**config.mk**
```make
export PLATFORM = sky130hd
export DESIGN_NAME = vdib_ctrl
export DESIGN_NICKNAME = d
export VERILOG_FILES = /design/src/design/vdib_pkg.sv /design/src/design/vdib_ctrl.sv
export SDC_FILE = /design/constraint.sdc
export NUM_CORES = 1
export LEC_CHECK = 0
export BUFFER_PORTS_ARGS = -buffer_cell sky130_fd_sc_hd__buf_4
export CELL_PAD_IN_SITES_DETAIL_PLACEMENT = 0
export CELL_PAD_IN_SITES_GLOBAL_PLACEMENT = 2
export CORE_UTILIZATION = 16
export CTS_CLUSTER_DIAMETER = 100
export DETAILED_ROUTE_END_ITERATION = 8
export PLACE_DENSITY = 0.67
export SYNTH_ARGS = -nofsm -noshare
export SYNTH_HDL_FRONTEND = slang
export SYNTH_SLANG_ARGS = --single-unit
```
**constraint.sdc**
```tcl
create_clock -name clk -period 1.1 [get_ports clk]
set_clock_uncertainty 0.1 [all_clocks]
set_input_delay 0 -clock clk [delete_from_list [all_inputs] [get_ports clk]]
set_output_delay 0 -clock clk [all_outputs]
set_load 0.01 [all_outputs]
```
**src/design/vdib_pkg.sv**
```systemverilog
// vdib_pkg: shared types, constants and control codes of the vertex deduplication index builder
`default_nettype none
package vdib_pkg;

  localparam int POSITION_DEPTH = 1024;
  localparam int VERTEX_DEPTH   = 1024;

  localparam int PAW = $clog2(POSITION_DEPTH);
  localparam int VAW = $clog2(VERTEX_DEPTH);
  localparam int VCW = $clog2(VERTEX_DEPTH + 1);

  localparam int CW   = 32;
  localparam int SW   = 10;
  localparam int RW   = 11;
  localparam int VIW  = 10;
  localparam int PW   = 3 * CW;
  localparam int TW   = 2;
  localparam int VW   = PW + TW;

  localparam logic [CW-1:0] Z_SIGN = 32'h8000_0000;

  localparam logic OP_LOAD = 1'b0;
  localparam logic OP_FACE = 1'b1;

  localparam logic [TW-1:0] CORNER_FIRST = 2'd0;
  localparam logic [TW-1:0] CORNER_MID   = 2'd1;
  localparam logic [TW-1:0] CORNER_LAST  = 2'd2;

  typedef struct packed {
    logic          operation;
    logic [SW-1:0] position_slot;
    logic [CW-1:0] coord_x;
    logic [CW-1:0] coord_y;
    logic [CW-1:0] coord_z;
    logic [RW-1:0] face_ref_a;
    logic [RW-1:0] face_ref_b;
    logic [RW-1:0] face_ref_c;
  } in_item_t;

  typedef struct packed {
    logic [VIW-1:0] vertex_index;
    logic           newly_added;
    logic [TW-1:0]  corner_number;
    logic           last_of_face;
    logic           table_overflow;
  } out_item_t;

  typedef enum logic [2:0] {
    S_IDLE,
    S_POS_RD,
    S_POS_WAIT,
    S_SCAN,
    S_RESOLVE
  } state_t;

  typedef struct packed {
    logic load_wr;
    logic face_start;
    logic pos_rd;
    logic pos_cap;
    logic scan_start;
    logic scan_run;
    logic resolve;
  } cmd_t;

  typedef struct packed {
    logic scan_hit;
    logic scan_end;
    logic out_free;
    logic last_corner;
  } sts_t;

endpackage
`default_nettype wire

```
**src/design/vdib_ctrl.sv**
```systemverilog
// vdib_ctrl: sequencer for loads and the per-corner fetch, scan and resolve steps
`default_nettype none
module vdib_ctrl (
  input  wire logic          clk,
  input  wire logic          rst_n,
  input  wire logic          in_valid,
  input  wire logic          in_op,
  output logic               in_stall,
  input  wire vdib_pkg::sts_t sts,
  output vdib_pkg::cmd_t     cmd
);

  vdib_pkg::state_t state_r, state_nxt;

  always_ff @(posedge clk) begin
    if (!rst_n) begin
      state_r <= vdib_pkg::S_IDLE;
    end else begin
      state_r <= state_nxt;
    end
  end

  always_comb begin
    state_nxt = state_r;
    unique case (state_r)
      vdib_pkg::S_IDLE: begin
        if (in_valid && in_op == vdib_pkg::OP_FACE) begin
          state_nxt = vdib_pkg::S_POS_RD;
        end
      end
      vdib_pkg::S_POS_RD: begin
        state_nxt = vdib_pkg::S_POS_WAIT;
      end
      vdib_pkg::S_POS_WAIT: begin
        state_nxt = vdib_pkg::S_SCAN;
      end
      vdib_pkg::S_SCAN: begin
        if (sts.scan_hit || sts.scan_end) begin
          state_nxt = vdib_pkg::S_RESOLVE;
        end
      end
      vdib_pkg::S_RESOLVE: begin
        if (sts.out_free) begin
          state_nxt = sts.last_corner ? vdib_pkg::S_IDLE : vdib_pkg::S_POS_RD;
        end
      end
      default: state_nxt = vdib_pkg::S_IDLE;
    endcase
  end

  always_comb begin
    cmd      = '0;
    in_stall = 1'b1;
    unique case (state_r)
      vdib_pkg::S_IDLE: begin
        in_stall       = 1'b0;
        cmd.load_wr    = in_valid && in_op == vdib_pkg::OP_LOAD;
        cmd.face_start = in_valid && in_op == vdib_pkg::OP_FACE;
      end
      vdib_pkg::S_POS_RD: begin
        cmd.pos_rd = 1'b1;
      end
      vdib_pkg::S_POS_WAIT: begin
        cmd.pos_cap    = 1'b1;
        cmd.scan_start = 1'b1;
      end
      vdib_pkg::S_SCAN: begin
        cmd.scan_run = 1'b1;
      end
      vdib_pkg::S_RESOLVE: begin
        cmd.resolve = sts.out_free;
      end
      default: begin
        cmd = '0;
      end
    endcase
  end

endmodule
`default_nettype wire

```
**Word level (Yosys, flattened, before mapping)**

Cells that the tools add are included.

- Equal/unequal tests: 7
- Multiplexer cells: 11
- Bitwise operators: 1
- Reductions and logical operators: 5

Operators with widths:

| cell | number |
|---|---|
| $pmux 3 s5 | 1 |
| $mux 3 | 3 |
| $eq 3x2->1 const B | 2 |
| $ne 2x2->1 const B | 3 |
| $mux 1 | 5 |
| $mux 2 | 2 |
| $eq 3x1->1 const B | 1 |
| $eq 3x3->1 const B | 1 |
| $logic_not 3->1 | 1 |
| $reduce_and 3->1 | 1 |
| $logic_and 1x1->1 | 2 |
| $logic_or 1x1->1 | 1 |
| $not 1->1 | 1 |

- Register bits after elaboration: 3
- Input port bits: 8
- Output and inout bits: 8
- Word-level logic and storage cells: 25

**Depth between registers and ports, before layout**

- Depth in word-level cells: 3
- Mapped depth: 4
- Gate-level depth less buffers: 3

**Worst setup path before layout**

No wires, ideal clock.

- Path type: reg2reg
- Start point: register state_r[1]
- End point: register state_r[0]
- Library setup time: 60 ps
- Arrival: 861 ps
- Required time: 940 ps
- Path slack: 79 ps
- Cell stages (with the launch flop): 5
- Path buffers: 1
- Period minus slack after synthesis: 1021 ps
- Path through: dfxtp_1 buf_4 o21a_1 o32ai_1 and3_1

- Longest elaborated chain between the ends: 3
- Elaborated cells between the ends (all ways): 10
- Classes of those cells: eq/ne: 7; mux: 1; reduce/logical: 2

RTL lines:

| item | line | source |
|---|---|---|
| start: declaration | vdib_ctrl.sv:13 | `vdib_pkg::state_t state_r, state_nxt;` |
| start signal: assignment | vdib_ctrl.sv:17 | `state_r <= vdib_pkg::S_IDLE;` |
| start signal: assignment | vdib_ctrl.sv:19 | `state_r <= state_nxt;` |
| $eq 3x2->1 (tied with other cells) | vdib_ctrl.sv:25 | `unique case (state_r)` |
| $ne 2x2->1 (no source line) | n/a |  |
| $reduce_and 3->1 (no source line) | n/a |  |

Several ways; a longest one is shown, not always the timed one.
A chain may end at the register's enable or synchronous reset.

==> results.json <==
{
  "hold_path_startpoint": "sts[3]",
  "yosys-top-cells-area": "dfxtp_1 26%, nor2_1 8.0%, buf_4 6.4%",
  "top_regs": "state_r: 3 flops",
  "io_pins": 16,
  "violations": "setup timing",
  "vias": 320,
  "post_drt_via_cell_ratio": 4.44,
  "synth_top_family_by_area": "simple AND/OR/NAND/NOR gates",
  "cts.htree.levels": 1,
  "wirelength_um": 763,
  "setup_viol": 8,
  "critPathLaunchType": "flop",
  "synth-seq-area-share_pct": 25.5,
  "route.detailed.drc": 0,
  "yosysTopAreaCellShare_pct": 25.5,
  "peakVddDrop_mv": 0.442,
  "period_share_pct": 109,
  "drv_cap": 0,
  "overflow": 0,
  "grt_start_max_net_pins": 9,
  "grt_pass1_vias": 339,
  "slew_headroom_pct": 87.0,
  "grt.total_usage_pct": 11.7,
  "rr_startpoint": "state_r[2]",
  "numCtsBuffers": 3,
  "holdWs_ps": 27.5,
  "grt_pass1_wl_um": 1150,
  "swShare_pct": 32.5,
  "power_frac_clock_pct": 29.6,
  "ys.flop_type": "dfxtp_1",
  "cts.sinks": 3,
  "drive_gt1_share_pct": 71.9,
  "pwr-share-seq_pct": 24.5,
  "portBuffers": 15,
  "fmax_mhz": 837,
  "min_path_type": "in -> reg",
  "crit_path_end_kind": "output port",
  "antenna_left": 0,
  "cp_top_family": "simple AND/OR/NAND/NOR gates",
  "synth_edf_count": 0,
  "coreArea_mm2": 0.00133,
  "place_congestion": 0.703,
  "crit_arrival_ps": 1090,
  "intPower_uw": 443,
  "start_util_pct": 17.6,
  "final_nets": 66,
  "largest_reg_flops": 3,
  "num_antenna_cells": 0,
  "antenna_found_initial": 0,
  "netlist_instances": 30,
  "area_growth_pct": 130,
  "crit_path_start": "state_r[2]",
  "synth_area_um2": 235,
  "die_x_um": 40.3,
  "synthXorXnorAreaFrac_pct": 0,
  "slew_violations": 0,
  "async_reset_ff_share_pct": 0,
  "fin_ws_ps": -94.1,
  "post-route-min-period_ps": 1190,
  "critical_path.cell_chain": "nor3_4 > and3_1 > buf_4",
  "synth_area_leader_cell": "dfxtp_1",
  "postSynthAreaPerCell_um2": 7.84,
  "drt-initial-drc-count": 1,
  "powerDensity_mw_per_mm2": 1210,
  "status": "finished, violations left",
  "dr.pass1.iters": 2,
  "clk_pin_slew_ps": 40,
  "worstPathMaxFanout": 6,
  "cts_tree": "done",
  "cts_buffer_depth": 2,
  "worst_slew_pin_slew_ps": 195,
  "place_hpwl_um": 507,
  "p_switching_uw": 213,
  "wire_per_inst_um": 10.6,
  "synth_mux_area_share_pct": 0,
  "cp.required_ps": 1000,
  "crit_type": "reg -> out",
  "ys_warn_count": 0,
  "clk_latency_ps": 230,
  "syn_nets": 38,
  "ys_ff_latch": 3,
  "yosys.area_share.simple_pct": 44.1,
  "top_register": "state_r",
  "die_y_um": 40.3,
  "rsz0062_at_grt": "true",
  "die_area_mm2": 0.00163,
  "rows": 13,
  "p_comb_share_pct": 45.9,
  "synthAdderAreaFrac_pct": 0,
  "ys_types": 16,
  "worst-path-buf-inv": 1,
  "leakage_nw": 0.245,
  "synth_compound_area_share_pct": 18.6,
  "slowest_delay_ps": 360,
  "critPathSlowestCell": "dfxtp_4",
  "tns_ps": -416,
  "clock-root-buffer": "clkbuf_4",
  "timing.final.hold_violations": 0
}
worst paths after layout:
check | to | slack [ps] | cells past startpoint
max | cmd[5] | -90 | 3
min | state_r[0] | 30 | 3
max reg2reg | state_r[0] | -30 | 4
min reg2reg | state_r[1] | 540 | 1
worst reg2reg max path: stages (launching register included):
cell	delay (ps)
dfxtp_4	360
nand2b_4	150
buf_6	110
o32ai_2	170
and3_1	170
cells in the final DEF (no fill, tap or decap), types with 2 or more instances in the layout:
cell,n
buf_4,17
dfxtp_4,3
o21a_1,2
dlygate4sd3_1,2
nand2_1,2
nor3_2,2
buf_6,7
clkbuf_4,3
and3_1,2
o211ai_1,2
nor2_1,3
nor2_4,2
Yosys cell counts (2+ instances only):
master    count
nor3_1        2
inv_1         2
and3_1        2
nand2_1       3
nor2_1        5
o211ai_1      2
buf_4         2
o21a_1        2
dfxtp_1       3
layer usage:
metal  up-vias  global-route usage (%)  share of wire [%]
met3         0                    3.33                3.7
met5         -                       0                  0
met2        10                    21.0                 59
li1        160                       -                  -
met1       150                    8.52                 37
met4         0                    15.0                  0
layout make-up:
cell class	instances	area [um^2]
clock buffers	4	26.3
fillers	136	792
inverters	2	10.0
multi-input cells	22	189
flip-flops and latches	3	71.3
well taps	15	18.8
repair buffers	26	226
power groups by stage:
stage               registers, mW  logic, mW  clock network [mW]
floorplan                   0.126      0.129                   0
global placement            0.153      0.192                   0
detailed placement          0.155      0.191                   0
CTS                         0.159      0.285               0.204
global route                0.164      0.323               0.210
finish                      0.161      0.301               0.194
logic make-up (layout without fill, tap and decap cells):
group           after synthesis  in the layout
compound gates                6              6
simple gates                 16             16
flops                         3              3
buf+inv                       5             32
metrics by stage:
stage               cells  setup slack [ps]  utilization, %  total power, mW  cell area, um^2
finish                 72             -94.1            40.6            0.656              542
global route           72              -145            40.6            0.697              542
CTS                    71              -117            39.0            0.649              520
detailed placement     59             -13.7            27.1            0.345              362
global placement       59              10.9            27.1            0.344              362
floorplan              30              78.9               -            0.256              235
timing repair:
| action | in CTS | in global routing |
|---|---|---|
| gates resized for setup | 20 | 4 |
| hold buffers | 2 | 0 |
| pin swaps | 5 | 3 |
| gates cloned | 0 | 0 |
| hold endpoints to repair | 3 | 0 |
| setup buffers | 6 | 1 |
| endpoints found under the setup margin | 10 | 9 |
Note: power is estimated with default switching activity, not from simulation.
